## src/jsc_pkg.sv

```systemverilog
// ----------------------------------------------------------------------------
// jsc_pkg
// Shared types and constants of the joystick sample conditioner.
// ----------------------------------------------------------------------------
package jsc_pkg;

    localparam int MAG_BITS       = 7;
    localparam int AXIS_OUT_BITS  = 8;
    localparam int DEB_BITS       = 4;
    localparam int CFG_INDEX_BITS = 3;

    // reset values are given for a 10-bit converter and rescaled to SAMPLE_BITS
    localparam int REF_SAMPLE_BITS = 10;
    localparam int UPPER_RESET_REF = 700;
    localparam int LOWER_RESET_REF = 300;
    localparam logic [MAG_BITS-1:0] MAG_LIMIT_RESET = 7'd100;
    localparam logic [DEB_BITS-1:0] DEBOUNCE_RESET  = 4'd3;

    typedef enum logic [CFG_INDEX_BITS-1:0] {
        REG_UPPER_THRESHOLD = 3'd0,
        REG_LOWER_THRESHOLD = 3'd1,
        REG_MAGNITUDE_LIMIT = 3'd2,
        REG_DEBOUNCE_COUNT  = 3'd3
    } cfg_index_t;

    typedef enum logic [2:0] {
        DIR_CENTER = 3'd0,
        DIR_UP     = 3'd1,
        DIR_DOWN   = 3'd2,
        DIR_LEFT   = 3'd3,
        DIR_RIGHT  = 3'd4
    } dir_t;

    typedef struct packed {
        logic hi;
        logic lo;
        logic above;
    } axis_flags_t;

    typedef struct packed {
        logic down;
        logic press;
        logic release_edge;
    } button_status_t;

endpackage

```

## src/jsc_ifs.sv

```systemverilog
// ----------------------------------------------------------------------------
// jsc interfaces
// Sample, result and register write channels (valid/ready).
// ----------------------------------------------------------------------------
interface jsc_sample_if #(
    parameter int SAMPLE_BITS = 10
);
    logic                   valid;
    logic                   ready;
    logic [SAMPLE_BITS-1:0] x_sample;
    logic [SAMPLE_BITS-1:0] y_sample;
    logic                   button_level;

    modport source (output valid, x_sample, y_sample, button_level, input ready);
    modport sink   (input valid, x_sample, y_sample, button_level, output ready);
endinterface

interface jsc_result_if #(
    parameter int SAMPLE_BITS = 10,
    parameter int HOLD_BITS   = 16
);
    logic                                 valid;
    logic                                 ready;
    logic [SAMPLE_BITS-1:0]               x_value;
    logic [SAMPLE_BITS-1:0]               y_value;
    jsc_pkg::dir_t                        direction;
    logic [jsc_pkg::MAG_BITS-1:0]         magnitude;
    logic signed [jsc_pkg::AXIS_OUT_BITS-1:0] throttle;
    logic signed [jsc_pkg::AXIS_OUT_BITS-1:0] turn;
    logic                                 button_down;
    logic                                 press_edge;
    logic                                 release_edge;
    logic [HOLD_BITS-1:0]                 hold_ticks;

    modport source (output valid, x_value, y_value, direction, magnitude, throttle, turn,
                    button_down, press_edge, release_edge, hold_ticks, input ready);
    modport sink   (input valid, x_value, y_value, direction, magnitude, throttle, turn,
                    button_down, press_edge, release_edge, hold_ticks, output ready);
endinterface

interface jsc_cfg_if #(
    parameter int DATA_BITS = 10
);
    logic                                 valid;
    logic                                 ready;
    logic [jsc_pkg::CFG_INDEX_BITS-1:0]   index;
    logic [DATA_BITS-1:0]                 data;

    modport source (output valid, index, data, input ready);
    modport sink   (input valid, index, data, output ready);
endinterface

```

## src/jsc_cfg_regs.sv

```systemverilog
// ----------------------------------------------------------------------------
// jsc_cfg_regs
// Configuration register file; writes always accepted.
// ----------------------------------------------------------------------------
module jsc_cfg_regs #(
    parameter int SAMPLE_BITS = 10
) (
    input  logic                            clk,
    input  logic                            rst_n,
    jsc_cfg_if.sink                         setup,
    output logic [SAMPLE_BITS-1:0]          upper_threshold,
    output logic [SAMPLE_BITS-1:0]          lower_threshold,
    output logic [jsc_pkg::MAG_BITS-1:0]    magnitude_limit,
    output logic [jsc_pkg::DEB_BITS-1:0]    debounce_count
);

    localparam int UPPER_RST =
        (jsc_pkg::UPPER_RESET_REF << SAMPLE_BITS) >> jsc_pkg::REF_SAMPLE_BITS;
    localparam int LOWER_RST =
        (jsc_pkg::LOWER_RESET_REF << SAMPLE_BITS) >> jsc_pkg::REF_SAMPLE_BITS;

    logic [SAMPLE_BITS-1:0]       upper_reg;
    logic [SAMPLE_BITS-1:0]       lower_reg;
    logic [jsc_pkg::MAG_BITS-1:0] limit_reg;
    logic [jsc_pkg::DEB_BITS-1:0] debounce_reg;
    logic                         write_en;

    assign setup.ready = 1'b1;
    assign write_en    = setup.valid;

    always_ff @(posedge clk or negedge rst_n)
    begin
        if (!rst_n)
        begin
            upper_reg    <= SAMPLE_BITS'(UPPER_RST);
            lower_reg    <= SAMPLE_BITS'(LOWER_RST);
            limit_reg    <= jsc_pkg::MAG_LIMIT_RESET;
            debounce_reg <= jsc_pkg::DEBOUNCE_RESET;
        end
        else if (write_en)
        begin
            unique case (setup.index)
                jsc_pkg::REG_UPPER_THRESHOLD: upper_reg <= setup.data;
                jsc_pkg::REG_LOWER_THRESHOLD: lower_reg <= setup.data;
                jsc_pkg::REG_MAGNITUDE_LIMIT: limit_reg <= setup.data[jsc_pkg::MAG_BITS-1:0];
                jsc_pkg::REG_DEBOUNCE_COUNT:  debounce_reg <= setup.data[jsc_pkg::DEB_BITS-1:0];
                default: ;  // unmapped index, dropped
            endcase
        end
    end

    assign upper_threshold = upper_reg;
    assign lower_threshold = lower_reg;
    assign magnitude_limit = limit_reg;
    assign debounce_count  = debounce_reg;

endmodule

```

## src/jsc_axis.sv

```systemverilog
// ----------------------------------------------------------------------------
// jsc_axis
// One axis: threshold flags, distance from center, scaled and signed values.
// ----------------------------------------------------------------------------
module jsc_axis #(
    parameter int SAMPLE_BITS = 10
) (
    input  logic [SAMPLE_BITS-1:0]                     value,
    input  logic [SAMPLE_BITS-1:0]                     upper_threshold,
    input  logic [SAMPLE_BITS-1:0]                     lower_threshold,
    input  logic [jsc_pkg::MAG_BITS-1:0]               magnitude_limit,
    output jsc_pkg::axis_flags_t                       flags,
    output logic [SAMPLE_BITS-1:0]                     distance,
    output logic [jsc_pkg::MAG_BITS-1:0]               scaled,
    output logic signed [jsc_pkg::AXIS_OUT_BITS-1:0]   signed_value
);

    localparam int PROD_BITS  = SAMPLE_BITS + jsc_pkg::MAG_BITS + 1;
    localparam int QUOT_BITS  = PROD_BITS - (SAMPLE_BITS - 1);
    localparam logic [SAMPLE_BITS-1:0] CENTER = SAMPLE_BITS'(1) << (SAMPLE_BITS - 1);
    localparam logic [PROD_BITS-1:0]   HALF   = PROD_BITS'(1) << (SAMPLE_BITS - 2);

    logic [PROD_BITS-1:0]                   product;
    logic [QUOT_BITS-1:0]                   quotient;
    logic [jsc_pkg::AXIS_OUT_BITS-1:0]      wide_mag;

    assign flags.hi    = value > upper_threshold;
    assign flags.lo    = value < lower_threshold;
    assign flags.above = value[SAMPLE_BITS-1];

    assign distance = flags.above ? (value - CENTER) : (CENTER - value);

    // round half up over half the sample range, then clip to the limit
    assign product  = PROD_BITS'(distance) * PROD_BITS'(magnitude_limit) + HALF;
    assign quotient = product[PROD_BITS-1:SAMPLE_BITS-1];
    assign scaled   = (quotient > QUOT_BITS'(magnitude_limit))
                      ? magnitude_limit : quotient[jsc_pkg::MAG_BITS-1:0];

    assign wide_mag     = {1'b0, scaled};
    assign signed_value = flags.above ? wide_mag : (~wide_mag + 1'b1);

endmodule

```

## src/jsc_debounce.sv

```systemverilog
// ----------------------------------------------------------------------------
// jsc_debounce
// Button run-length debounce with edges and a saturating hold counter.
// ----------------------------------------------------------------------------
module jsc_debounce #(
    parameter int HOLD_BITS = 16
) (
    input  logic                          clk,
    input  logic                          rst_n,
    input  logic                          step,
    input  logic                          pressed,
    input  logic [jsc_pkg::DEB_BITS-1:0]  debounce_count,
    output jsc_pkg::button_status_t       status,
    output logic [HOLD_BITS-1:0]          hold
);

    logic                         seeded_reg,   seeded_next;
    logic                         last_reg,     last_next;
    logic                         accepted_reg, accepted_next;
    logic [jsc_pkg::DEB_BITS-1:0] run_reg,      run_next;
    logic [HOLD_BITS-1:0]         hold_reg,     hold_next;
    logic                         first;
    logic                         last_cur;
    logic                         accepted_cur;
    logic [jsc_pkg::DEB_BITS-1:0] run_cur;

    always_comb
    begin
        // first request after reset seeds from its own level
        first        = !seeded_reg;
        last_cur     = first ? pressed : last_reg;
        accepted_cur = first ? pressed : accepted_reg;
        run_cur      = first ? '0 : run_reg;

        if (pressed == last_cur)
        begin
            last_next = last_cur;
            run_next  = (run_cur < debounce_count) ? run_cur + 1'b1 : run_cur;
        end
        else
        begin
            last_next = pressed;
            run_next  = '0;
        end

        accepted_next = (run_next >= debounce_count) ? pressed : accepted_cur;
        seeded_next   = 1'b1;

        if (accepted_next)
            hold_next = (&hold_reg) ? hold_reg : hold_reg + 1'b1;
        else
            hold_next = '0;

        // accepted_reg doubles as the previous debounced state
        status.down         = accepted_next;
        status.press        = !first && accepted_next && !accepted_reg;
        status.release_edge = !first && !accepted_next && accepted_reg;
        hold                = hold_next;
    end

    always_ff @(posedge clk or negedge rst_n)
    begin
        if (!rst_n)
        begin
            seeded_reg   <= 1'b0;
            last_reg     <= 1'b0;
            accepted_reg <= 1'b0;
            run_reg      <= '0;
            hold_reg     <= '0;
        end
        else if (step)
        begin
            seeded_reg   <= seeded_next;
            last_reg     <= last_next;
            accepted_reg <= accepted_next;
            run_reg      <= run_next;
            hold_reg     <= hold_next;
        end
    end

endmodule

```

## src/joystick_sample_conditioner.sv

```systemverilog
// ----------------------------------------------------------------------------
// joystick_sample_conditioner
// Joystick direction, scaled deflection and debounced button per sample set.
// ----------------------------------------------------------------------------
//  channel   | dir | payload
//  ----------+-----+---------------------------------------------------------
//  samples   | in  | x_sample, y_sample, button_level
//  report    | out | x_value, y_value, direction, magnitude, throttle, turn,
//            |     | button_down, press_edge, release_edge, hold_ticks
//  setup     | in  | index, data (register write, always ready)
//
//  One request per cycle sustained while report is ready; input register,
//  then result register. Per-axis scaling is one multiply between the two.
//  Reset clears valids, debounce state and the registers to their defaults.
//  A stall on report holds the result; the input register keeps taking
//  requests while the result register can drain in the same cycle.
// ----------------------------------------------------------------------------
module joystick_sample_conditioner #(
    parameter int SAMPLE_BITS = 10,
    parameter int HOLD_BITS   = 16
) (
    input  logic          clk,
    input  logic          rst_n,
    jsc_sample_if.sink    samples,
    jsc_result_if.source  report,
    jsc_cfg_if.sink       setup
);

    logic [SAMPLE_BITS-1:0]       upper_threshold;
    logic [SAMPLE_BITS-1:0]       lower_threshold;
    logic [jsc_pkg::MAG_BITS-1:0] magnitude_limit;
    logic [jsc_pkg::DEB_BITS-1:0] debounce_count;

    // input register
    logic                   in_valid_reg, in_valid_next;
    logic [SAMPLE_BITS-1:0] in_x_reg;
    logic [SAMPLE_BITS-1:0] in_y_reg;
    logic                   in_btn_reg;
    logic                   in_take;
    logic                   advance;

    // result register
    logic                   out_valid_reg, out_valid_next;
    logic [SAMPLE_BITS-1:0] x_val_reg;
    logic [SAMPLE_BITS-1:0] y_val_reg;
    jsc_pkg::dir_t          dir_reg;
    logic [jsc_pkg::MAG_BITS-1:0]             mag_reg;
    logic signed [jsc_pkg::AXIS_OUT_BITS-1:0] throttle_reg;
    logic signed [jsc_pkg::AXIS_OUT_BITS-1:0] turn_reg;
    jsc_pkg::button_status_t                  btn_reg;
    logic [HOLD_BITS-1:0]                     hold_reg;

    logic [SAMPLE_BITS-1:0] y_inv;
    jsc_pkg::axis_flags_t   x_flags, y_flags;
    logic [SAMPLE_BITS-1:0] x_dist, y_dist;
    logic [jsc_pkg::MAG_BITS-1:0]             x_mag, y_mag;
    logic signed [jsc_pkg::AXIS_OUT_BITS-1:0] x_signed, y_signed;
    jsc_pkg::dir_t                            dir_next;
    jsc_pkg::button_status_t                  btn_next;
    logic [HOLD_BITS-1:0]                     hold_next;
    logic                                     x_active, y_active;

    jsc_cfg_regs #(.SAMPLE_BITS(SAMPLE_BITS)) u_cfg (
        .clk             (clk),
        .rst_n           (rst_n),
        .setup           (setup),
        .upper_threshold (upper_threshold),
        .lower_threshold (lower_threshold),
        .magnitude_limit (magnitude_limit),
        .debounce_count  (debounce_count)
    );

    assign advance       = in_valid_reg && (!out_valid_reg || report.ready);
    assign samples.ready = !in_valid_reg || advance;
    assign in_take       = samples.valid && samples.ready;

    always_comb
    begin
        in_valid_next  = in_take ? 1'b1 : (advance ? 1'b0 : in_valid_reg);
        out_valid_next = advance ? 1'b1 : (report.ready ? 1'b0 : out_valid_reg);
    end

    assign y_inv = ~in_y_reg;

    jsc_axis #(.SAMPLE_BITS(SAMPLE_BITS)) u_axis_x (
        .value           (in_x_reg),
        .upper_threshold (upper_threshold),
        .lower_threshold (lower_threshold),
        .magnitude_limit (magnitude_limit),
        .flags           (x_flags),
        .distance        (x_dist),
        .scaled          (x_mag),
        .signed_value    (x_signed)
    );

    jsc_axis #(.SAMPLE_BITS(SAMPLE_BITS)) u_axis_y (
        .value           (y_inv),
        .upper_threshold (upper_threshold),
        .lower_threshold (lower_threshold),
        .magnitude_limit (magnitude_limit),
        .flags           (y_flags),
        .distance        (y_dist),
        .scaled          (y_mag),
        .signed_value    (y_signed)
    );

    jsc_debounce #(.HOLD_BITS(HOLD_BITS)) u_debounce (
        .clk            (clk),
        .rst_n          (rst_n),
        .step           (advance),
        .pressed        (!in_btn_reg),
        .debounce_count (debounce_count),
        .status         (btn_next),
        .hold           (hold_next)
    );

    // both axes active: larger distance wins, ties to Y
    always_comb
    begin
        x_active = x_flags.hi || x_flags.lo;
        y_active = y_flags.hi || y_flags.lo;
        priority if (!x_active && !y_active)
            dir_next = jsc_pkg::DIR_CENTER;
        else if (y_active && (!x_active || y_dist >= x_dist))
            dir_next = y_flags.hi ? jsc_pkg::DIR_UP : jsc_pkg::DIR_DOWN;
        else
            dir_next = x_flags.hi ? jsc_pkg::DIR_RIGHT : jsc_pkg::DIR_LEFT;
    end

    always_ff @(posedge clk or negedge rst_n)
    begin
        if (!rst_n)
        begin
            in_valid_reg  <= 1'b0;
            out_valid_reg <= 1'b0;
        end
        else
        begin
            in_valid_reg  <= in_valid_next;
            out_valid_reg <= out_valid_next;
        end
    end

    always_ff @(posedge clk)
    begin
        if (in_take)
        begin
            in_x_reg   <= samples.x_sample;
            in_y_reg   <= samples.y_sample;
            in_btn_reg <= samples.button_level;
        end
        if (advance)
        begin
            x_val_reg    <= in_x_reg;
            y_val_reg    <= y_inv;
            dir_reg      <= dir_next;
            // scaling is monotonic, so the larger scaled axis is the scaled max
            mag_reg      <= (x_mag > y_mag) ? x_mag : y_mag;
            throttle_reg <= y_signed;
            turn_reg     <= x_signed;
            btn_reg      <= btn_next;
            hold_reg     <= hold_next;
        end
    end

    assign report.valid        = out_valid_reg;
    assign report.x_value      = x_val_reg;
    assign report.y_value      = y_val_reg;
    assign report.direction    = dir_reg;
    assign report.magnitude    = mag_reg;
    assign report.throttle     = throttle_reg;
    assign report.turn         = turn_reg;
    assign report.button_down  = btn_reg.down;
    assign report.press_edge   = btn_reg.press;
    assign report.release_edge = btn_reg.release_edge;
    assign report.hold_ticks   = hold_reg;

endmodule

```

## src/flat_wrapper.sv

```systemverilog
// flat-port wrapper written by rule: the top's interface ports become plain ports
module joystick_sample_conditioner_flat 
#(
    parameter int SAMPLE_BITS = 10,
    parameter int HOLD_BITS   = 16
)
  (clk, rst_n, samples_valid, samples_x_sample, samples_y_sample, samples_button_level, samples_ready, report_valid, report_x_value, report_y_value, report_direction, report_magnitude, report_throttle, report_turn, report_button_down, report_press_edge, report_release_edge, report_hold_ticks, report_ready, setup_valid, setup_index, setup_data, setup_ready);
  jsc_sample_if #(.SAMPLE_BITS(SAMPLE_BITS)) samples_i ();
  jsc_result_if #(.SAMPLE_BITS(SAMPLE_BITS), .HOLD_BITS(HOLD_BITS)) report_i ();
  jsc_cfg_if #(.DATA_BITS(SAMPLE_BITS)) setup_i ();
  input  logic clk;
  input  logic rst_n;
  input wire logic [$bits(samples_i.valid)-1:0] samples_valid;
  input wire logic [$bits(samples_i.x_sample)-1:0] samples_x_sample;
  input wire logic [$bits(samples_i.y_sample)-1:0] samples_y_sample;
  input wire logic [$bits(samples_i.button_level)-1:0] samples_button_level;
  output wire logic [$bits(samples_i.ready)-1:0] samples_ready;
  output wire logic [$bits(report_i.valid)-1:0] report_valid;
  output wire logic [$bits(report_i.x_value)-1:0] report_x_value;
  output wire logic [$bits(report_i.y_value)-1:0] report_y_value;
  output wire logic [$bits(report_i.direction)-1:0] report_direction;
  output wire logic [$bits(report_i.magnitude)-1:0] report_magnitude;
  output wire logic [$bits(report_i.throttle)-1:0] report_throttle;
  output wire logic [$bits(report_i.turn)-1:0] report_turn;
  output wire logic [$bits(report_i.button_down)-1:0] report_button_down;
  output wire logic [$bits(report_i.press_edge)-1:0] report_press_edge;
  output wire logic [$bits(report_i.release_edge)-1:0] report_release_edge;
  output wire logic [$bits(report_i.hold_ticks)-1:0] report_hold_ticks;
  input wire logic [$bits(report_i.ready)-1:0] report_ready;
  input wire logic [$bits(setup_i.valid)-1:0] setup_valid;
  input wire logic [$bits(setup_i.index)-1:0] setup_index;
  input wire logic [$bits(setup_i.data)-1:0] setup_data;
  output wire logic [$bits(setup_i.ready)-1:0] setup_ready;
  assign samples_i.valid = samples_valid;
  assign samples_i.x_sample = samples_x_sample;
  assign samples_i.y_sample = samples_y_sample;
  assign samples_i.button_level = samples_button_level;
  assign samples_ready = samples_i.ready;
  assign report_valid = report_i.valid;
  assign report_x_value = report_i.x_value;
  assign report_y_value = report_i.y_value;
  assign report_direction = report_i.direction;
  assign report_magnitude = report_i.magnitude;
  assign report_throttle = report_i.throttle;
  assign report_turn = report_i.turn;
  assign report_button_down = report_i.button_down;
  assign report_press_edge = report_i.press_edge;
  assign report_release_edge = report_i.release_edge;
  assign report_hold_ticks = report_i.hold_ticks;
  assign report_i.ready = report_ready;
  assign setup_i.valid = setup_valid;
  assign setup_i.index = setup_index;
  assign setup_i.data = setup_data;
  assign setup_ready = setup_i.ready;
  joystick_sample_conditioner #(.SAMPLE_BITS(SAMPLE_BITS), .HOLD_BITS(HOLD_BITS)) u_core (.clk(clk), .rst_n(rst_n), .samples(samples_i), .report(report_i), .setup(setup_i));
endmodule
```

## config.mk

```make
export PLATFORM = sky130hd
export DESIGN_NAME = joystick_sample_conditioner_flat
export DESIGN_NICKNAME = d
export VERILOG_FILES = /design/src/jsc_pkg.sv /design/src/jsc_ifs.sv /design/src/jsc_cfg_regs.sv /design/src/jsc_axis.sv /design/src/jsc_debounce.sv /design/src/joystick_sample_conditioner.sv /design/src/flat_wrapper.sv
export SDC_FILE = /design/constraint.sdc
export NUM_CORES = 1
export LEC_CHECK = 0
export BUFFER_PORTS_ARGS = -buffer_cell sky130_fd_sc_hd__buf_2
export CAP_MARGIN = 20
export CORE_MARGIN = 4
export CORE_UTILIZATION = 40
export DETAILED_ROUTE_END_ITERATION = 8
export PLACE_DENSITY = 0.56
export SYNTH_ARGS = -nofsm -noshare
export SYNTH_HDL_FRONTEND = slang
export SYNTH_SLANG_ARGS = --single-unit
```

## constraint.sdc

```tcl
create_clock -name clk -period 10.3 [get_ports clk]
set_input_delay 0.515 -clock clk [delete_from_list [all_inputs] [get_ports clk]]
set_output_delay 0.515 -clock clk [all_outputs]
set_load 0.01 [all_outputs]
```

; ---- Word level (Yosys, flattened, before mapping)
; Index checks and enable logic that the tools add are counted.
[word_totals]
regBits = 142
in_bits = 39
out_inout_bits = 68
wordCells = 106
[classes]
addsub = 10
mul = 2
n_lt_le_gt_ge = 10
eq_ne = 4
mux = 23
n_bitwise = 3
n_reduce_logical = 28
[op_table]
columns = operator, count
row1 = $add 17x9->18 const B, 2
row2 = $mux 7, 5
row3 = $mul 10x7->17, 2
row4 = $mux 16, 2
row5 = $gt 10x10->1, 2
row6 = $lt 10x10->1, 2
row7 = $mux 10, 2
row8 = $sub 10x10->10 const A, 2
row9 = $sub 10x10->10 const B, 2
row10 = $gt 9x7->1, 2
row11 = $add 16x1->16 const B, 1
row12 = $add 8x1->8 const B, 2
row13 = $not 7->8, 2
row14 = $reduce_and 16->1, 1
row15 = $mux 4, 3
row16 = $ge 10x10->1, 1
row17 = $not 10->10, 1
row18 = $logic_and 1x1->1, 8
row19 = $mux 1, 8
row20 = $reduce_and 2->1, 4
row21 = $gt 7x7->1, 1
row22 = $logic_not 1->1, 7
row23 = $eq 3x2->1 const B, 2
row24 = $mux 3, 2
row25 = 9 further kinds, 14

; ---- Depth between registers and ports, before layout
; Gate-level depths: netlist (run 1).
[logic_depth]
ltp_word = 10
mapped_depth = 40
depth_no_buf = 39

; ---- By module
; From an unflattened synthesis (run 1), not the netlist that was laid out.
[unflattened]
hier_cells = 1353
area_unflattened_um2 = 13324.0
[modules_own_cells]
columns = module, instances, cells_each, area_each_um2, seq_area_each_um2
row1 = jsc_axis (u_core.u_axis_x), 1, 436, 3403.3, 0.0
row2 = joystick_sample_conditioner, 1, 183, 3360.7, 2632.5
row3 = jsc_axis (u_core.u_axis_y), 1, 424, 3334.4, 0.0
row4 = jsc_debounce, 1, 239, 1928.1, 575.6
row5 = jsc_cfg_regs, 1, 71, 1297.5, 794.5

; ---- Worst setup path after synthesis (run 1)
; No wires, ideal clock.
[synth_timing]
kind = reg2reg
start = register u_core.in_x_reg[2]
end = register u_core.mag_reg (netlist bit u_core.report.magnitude[3]) (data pin)
setup_ns = 0.273
arrival_ns = 8.479
t_required_ns = 10.027
slack_ns = 1.548
path_stages_with_launch = 37
n_path_buf = 2
synth_period_minus_slack_ns = 8.752
cell_sequence = edfxtp_1 > nor2_1 > nor4b_1 > nor2_1 > xnor2_1 > nand2b_1 > fa_1 > fa_1 > inv_1 > fa_1 > inv_1 > fa_1 > inv_1 > ha_1 > nand3_1 > or4_4 > a31o_1 > or3b_1 > and3_1 > buf_2 > inv_2 > ha_1 > o21ai_0 > a21oi_1 > o31ai_1 > and4_4 > buf_6 > mux2i_1 > inv_1 > ha_1 > a21oi_1 > o32a_1 > o221a_2 > o32ai_1 > nand4_1 > nand3_2 > mux2i_1
[synth_via]
elab_chain_cells = 8
elab_cells_between_ends = 9
classes_between = add/sub (3) / mul (1) / order compare (2) / mux (3)
[synth_rtl]
columns = item, line
row1 = start: declaration, joystick_sample_conditioner.sv:36  ; logic [SAMPLE_BITS-1:0] in_x_reg;
row2 = start signal: assignment, joystick_sample_conditioner.sv:148  ; in_x_reg <= samples.x_sample;
row3 = $sub 10x10->10, jsc_axis.sv:31  ; assign distance = flags.above ? (value - CENTER) : (CENTER - value);
row4 = $mux 10 *, jsc_axis.sv:31
row5 = $mul 10x7->17 *, jsc_axis.sv:34  ; assign product = PROD_BITS'(distance) * PROD_BITS'(magnitude_limit) + HALF;
row6 = $add 17x9->18 *, jsc_axis.sv:34
row7 = $gt 9x7->1, jsc_axis.sv:36  ; assign scaled = (quotient > QUOT_BITS'(magnitude_limit))
row8 = $mux 7 *, jsc_axis.sv:37  ; ? magnitude_limit : quotient[jsc_pkg::MAG_BITS-1:0];
row9 = $gt 7x7->1, joystick_sample_conditioner.sv:158  ; mag_reg <= (x_mag > y_mag) ? x_mag : y_mag;
row10 = $mux 7 *, joystick_sample_conditioner.sv:158
row11 = end signal: assignment, joystick_sample_conditioner.sv:158
row12 = end: declaration, joystick_sample_conditioner.sv:47  ; logic [jsc_pkg::MAG_BITS-1:0] mag_reg;
; Mark *: on every way between the ends. The rest lies on a longest branch, timed or not.
; A chain may end at the register's enable or synchronous reset.

; ---- Worst setup path in the final report (run 1)
[layout_timing]
start = register u_core.in_y_reg[0]
end = register u_core.mag_reg (netlist bit u_core.report.magnitude[0]) (data pin)
[layout_via]
elab_chain_cells = 9
elab_cells_between_ends = 10
classes_between = add/sub (3) / mul (1) / order compare (2) / mux (3) / bitwise (1)
[layout_rtl]
columns = item, line
row1 = start: declaration, joystick_sample_conditioner.sv:37  ; logic [SAMPLE_BITS-1:0] in_y_reg;
row2 = start signal: assignment, joystick_sample_conditioner.sv:149  ; in_y_reg <= samples.y_sample;
row3 = $not 10->10 *, joystick_sample_conditioner.sv:83  ; assign y_inv = ~in_y_reg;
row4 = $sub 10x10->10, jsc_axis.sv:31
row5 = $mux 10 *, jsc_axis.sv:31
row6 = $mul 10x7->17 *, jsc_axis.sv:34
row7 = $add 17x9->18 *, jsc_axis.sv:34
row8 = $gt 9x7->1, jsc_axis.sv:36
row9 = $mux 7 *, jsc_axis.sv:37
row10 = $gt 7x7->1, joystick_sample_conditioner.sv:158
row11 = $mux 7 *, joystick_sample_conditioner.sv:158
; Marks and branches as above.

==> results.toml, run 1 <==
[status]
status = "finished clean"

[floorplan]
floorplan.rows = 64
floorplan.die_area_um2 = 34400
core_area_um2 = 30800
die_w_um = 185
initial_utilization_pct = 40.9
die_y_um = 185
top_level_ports = 107

[layout]
final_cell_count_no_fill = 1822
postLayoutCoreUtil_pct = 46.3
layout_commonest_cell = "inv_1"
fill_cells = 2923
nNetsFinal = 1695
final_cell_mix = "inv_1 (166), ha_1 (165), nor2_1 (118), nand2_1 (108), buf_2 (105)"
multiInputGateArea_um2 = 7860
n_antenna_cell = 0
fraction_of_final_layout_cells_with_drive_strength_greater_than_1_pct = 15.1
area.sequential_um2 = 4000
area.growth.synth_to_final_pct = 13.4

[critical_path]
timing.critical_path.required_ps = 10580
worst_path_max_delay_cell = "or4_1"
crit_top_cell = "a21oi_1"
slowest_delay_ps = 630
crit_fanout = 14
cp_data_arrival_time_ps = 9810
endpoint_kind = "flop"
worstRegToRegCells = 36
startpoint_type = "flop"
kind_of_critical_path = "reg -> reg"
reg2reg_slack_ps = 770

[flow_run]
drv_cap = 0

[logic_synthesis]
synth_cell_types = 73
synth_edf_count = 86
netlist_area_um2 = 12600
ys.flop_type = "edfxtp_1"
proportion_of_register_bits_with_asynchronous_set_or_reset_after_synthesis_pct = 39.4
synthesis.nets = 1580
yosysWarnings = 0
postSynthAreaPerCell_um2 = 9.70
synth.ff_latch_count = 142
sequential_cell_area_fraction_in_the_yosys_report_pct = 31.8
netlist_instances = 1298

[routing]
drcViolationCount = 0
top_layer_used = "met4"
wl_met2_um = 14700
route.vias.total = 9596
wl_um = 33200
routed_via_density = 5.27
met3_length_um = 1430
avgRoutedWirePerCell_um = 18.2
ant_nets_after_route = 0
drt_pre_antenna_iters = 5
drt_iter0_drc = 666
routedLengthMet1_um = 16800

[grt]
globalRoute.totalOverflow = 0
grt_pass1_vias = 9709
grt_usage_pct = 20.1
grt_start_max_net_pins = 57
grt_first_pass_wirelength_um = 53900
number_of_antenna_violations_at_the_first_check_in_global_routing = 0

[placed_design]
gpl.final_weighted_congestion = 0.833
hpwl_after_detailed_placement_um = 25600
post_place_cells = 1790
numPortBuffers = 105

[clock_network]
cts-htree-levels = 4
clockBufferDepth = 2
tritoncts = "built"
clk_pin_slew_ps = 70
cts_sinks = 142
root_buffer = "clkbuf_16"
clkLatencyLatePin_ps = 440
cts_made_buffers = 17

[timing]
fin_tns_setup_ps = 0
worst_slew_pin_slew_ps = 1070
drv_slew = 0
timing.final.crit_share_pct = 92.6
rsz0062_at_grt = "no"
worst_clock_skew_ps = 24.8
hold_violations = 0
period_needed_ps = 9530
max_freq_ghz = 0.105
setup_viol = 0
slew_headroom_pct = 28.8

[min_path]
min_path_type = "in -> async"
## metal layers
metal	vias up	global-route usage, %
met5	-	0
li1	4656	-
met3	18	2.54
met2	227	30.4
met1	4695	31.0
met4	0	4.05
## Yosys cell counts, drive strengths merged, types with 18 or more instances
cell / instances / area [um2]
ha: 165 / 2060
nand3: 24 / 125
fa: 78 / 1560
and2: 38 / 238
nand2: 108 / 405
nor2: 119 / 447
o31ai: 18 / 135
edfxtp: 86 / 2580
nand2b: 26 / 163
a21o: 35 / 263
nor2b: 18 / 113
dfrtp: 41 / 1030
inv: 167 / 627
o21ai: 62 / 310
nor3: 20 / 100
clkbuf: 31 / 116
a21oi: 48 / 240
xnor2: 35 / 307
## critical path, delay by kind of cell, from the launching register on
family | cells | cell delay (ps)
xor gates and xnor gates | 2 | 580
adders and majority gates | 7 | 2980
muxes | 2 | 400
buffers and inverters | 4 | 400
and+or+nand+nor | 7 | 1850
AOI/OAI and AO/OA | 14 | 2830
DFF | 1 | 320
## kinds of logic after synthesis
family,after synthesis,share of synthesized area (%)
AO/OA/AOI/OAI,225,11.5
XOR/XNOR,52,3.62
flip-flops,142,31.8
multiplexers,30,2.55
AND/OR/NAND/NOR,400,15.4
other,1,0.0298
adder cells (fa/ha/maj),245,28.9
buffers and inverters,203,6.18
## metrics by stage
step | setup WS, ps | hold slack [ps] | cell area [um2]
2_1_floorplan | 1550 | 219 | 12600
3_3_place_gp | 495 | 455 | 13700
3_5_place_dp | 354 | 472 | 13700
4_1_cts | 301 | 223 | 14300
5_1_grt | 69.7 | 230 | 14300
6_report | 766 | 224 | 14300
## cell type report
cell class                 count  area share (%)
clock inverter                14            1.06
inverter                     168            4.41
clock buffer                  18            3.00
tap                          396            3.47
timing repair buffer         131            5.04
multi-input combinational    953            55.0
sequential                   142            28.0
## path summary, 6_finish.rpt
path                                               from                        endpoint
min in group clk                    samples_x_sample[8]              u_core.in_x_reg[8]
max in group asynchronous                         rst_n  u_core.u_debounce.accepted_reg
max                                  u_core.in_y_reg[0]      u_core.report.magnitude[0]
min                                               rst_n    u_core.u_debounce.run_reg[3]
max reg2reg                          u_core.in_y_reg[0]      u_core.report.magnitude[0]
min reg2reg                u_core.u_debounce.run_reg[0]    u_core.u_debounce.run_reg[0]
## timing repair
action	in CTS	in global routing
hold buffers	0	0
endpoints found under the setup margin	0	6
endpoints found under the hold margin	0	0
buffers inserted	0	0
resized for setup	0	6
Power of run 1 is left out: the tool's default activity adds up to more than one toggle a clock period on the data nets, which glitch-free logic cannot reach.
==> inputs of run 2 (changes only) <==
Settings changed: BUFFER_PORTS_ARGS -buffer_cell sky130_fd_sc_hd__buf_2 to -buffer_cell sky130_fd_sc_hd__clkbuf_2.
==> run 2 against run 1 <==
Final cell count about the same; count of clock-buffer cells in the layout unchanged; critical path type unchanged; largest cell class unchanged; wire length is 0.49% lower; highest routed layer unchanged; clock skew is 16 ps lower.
==> results.toml, run 2 (synthesis results as in run 1) <==
[critical_path]
reg2reg_slack_ps = 670
cp_num_buf_inv = 5
cp-startpoint = "u_core.in_x_reg[0]"
startpoint_type = "flop"
capture_instance_of_the_worst_register_to_register_path = "u_core.report.magnitude[3]"
timing.critical_path.depth = 34
crit_top_cell = "inv_1"
worst_path_max_delay_cell = "edfxtp_1"
r2r-start = "u_core.in_x_reg[0]"
endpoint_kind = "flop"
critical-path-top-delay-family = "adder cells"
kind_of_critical_path = "reg -> reg"
worstRegToRegCells = 34
slowest_delay_ps = 550
endpoint = "u_core.report.magnitude[3]"
timing.critical_path.required_ps = 10450
cp_data_arrival_time_ps = 9780
crit_fanout = 11

[placed_design]
numPortBuffers = 105
pre_cts_slack_ps = 420
hpwl_after_detailed_placement_um = 25400
gpl.final_weighted_congestion = 0.856
post_place_cells = 1788

[timing]
worst_clock_skew_ps = 8.89
drv_slew = 0
setup_viol = 0
worst_slew_pin_slew_ps = 1000
slew_headroom_pct = 33.2
fin_tns_setup_ps = 0
period_needed_ps = 9630
max_freq_ghz = 0.104
rsz0062_at_grt = "no"
hold_violations = 0
timing.final.crit_share_pct = 93.5
timing.final.ws_setup_ps = 671

[routing]
wl_um = 33100
wl_met2_um = 14300
ant_nets_after_route = 0
avgRoutedWirePerCell_um = 18.2
routedLengthMet1_um = 16600
drt_iter0_drc = 649
drt_pre_antenna_iters = 4
route.vias.total = 9583
drcViolationCount = 0
met3_length_um = 1700
top_layer_used = "met4"
routed_via_density = 5.26

[clock_network]
clockBufferDepth = 2
clk_pin_slew_ps = 60
root_buffer = "clkbuf_16"
post-cts-setup-buffer-count = 0
cts_made_buffers = 17
clkLatencyLatePin_ps = 430
cts_sinks = 142
tritoncts = "built"
cts-htree-levels = 4

[floorplan]
die_w_um = 185
die_y_um = 185
core_area_um2 = 30800
floorplan.rows = 64
top_level_ports = 107
initial_utilization_pct = 40.9
floorplan.die_area_um2 = 34400

[min_path]
min_path_type = "in -> async"

[layout]
area.sequential_um2 = 4000
final_cell_count_no_fill = 1821
fraction_of_final_layout_cells_with_drive_strength_greater_than_1_pct = 15.2
nNetsFinal = 1694
final_cell_mix = "inv_1 (166), ha_1 (165), nor2_1 (119), nand2_1 (108), clkbuf_2 (105)"
postLayoutCoreUtil_pct = 46.5
fill_cells = 2894
multiInputGateArea_um2 = 7870
n_antenna_cell = 0
layout_commonest_cell = "inv_1"
area.growth.synth_to_final_pct = 13.8

[grt]
grt_usage_pct = 20.2
globalRoute.totalOverflow = 0
grt_start_max_net_pins = 72
grt_pass1_vias = 9705
grt_first_pass_wirelength_um = 53900
number_of_antenna_violations_at_the_first_check_in_global_routing = 1

[status]
status = "finished clean"

[flow_run]
drv_cap = 0
==> run 2: cell types whose count changed in the layout (fill, tap and decap cells not counted), moves of 2 or more <==
| cell | before | now |
|---|---|---|
| clkbuf_2 | 0 | 105 |
| xnor2_2 | 2 | 4 |
| xnor2_1 | 33 | 31 |
| buf_2 | 105 | 0 |
| buf_4 | 26 | 24 |
==> run 2: timing repair <==
item / CTS / global route
endpoints found under the setup margin: 0 / 6
resized for setup: 0 / 7
hold buffers: 0 / 0
==> run 2: worst min path at each step <==
| stage | slack (ps) | endpoint |
|---|---|---|
| after detailed placement | 460 | u_core.u_debounce.run_reg[3] |
| after floorplan | 220 | u_core.in_valid_reg |
| after global placement | 460 | u_core.u_debounce.run_reg[3] |
| after global routing | 240 | u_core.in_x_reg[6] |
| final | 220 | u_core.u_debounce.last_reg |
| after CTS | 240 | u_core.in_x_reg[8] |
==> run 2: cell type report <==
cell class	count	area share, %
clock inverter	14	1.20
timing repair buffer	130	5.00
tap	396	3.46
clock buffer	18	3.14
inverter	168	4.40
multi-input combinational	953	54.9
sequential	142	27.9
==> run 2: through the flow <==
step | hold WS (ps) | area (um2)
2_1_floorplan | 219 | 12600
4_1_cts | 236 | 14300
5_1_grt | 236 | 14300
3_5_place_dp | 464 | 13700
6_report | 225 | 14300
3_3_place_gp | 458 | 13700
==> run 2: routing by layer <==
layer	vias up	global-route usage (%)
li1	4659	-
met1	4657	30.3
met2	237	30.5
met3	30	3.58
met4	0	4.82
met5	-	0
==> run 2: worst register-to-register path: cells and delay by family (launching register included) <==
| kind | cells | cell delay, ps |
|---|---|---|
| and+or+nand+nor | 7 | 1700 |
| AOI/OAI and AO/OA | 10 | 2300 |
| muxes | 3 | 860 |
| adders and majority gates | 8 | 3260 |
| xor gates and xnor gates | 1 | 250 |
| buffers and inverters | 5 | 430 |
| DFF | 1 | 550 |
Power of run 2 is left out for the same reason.
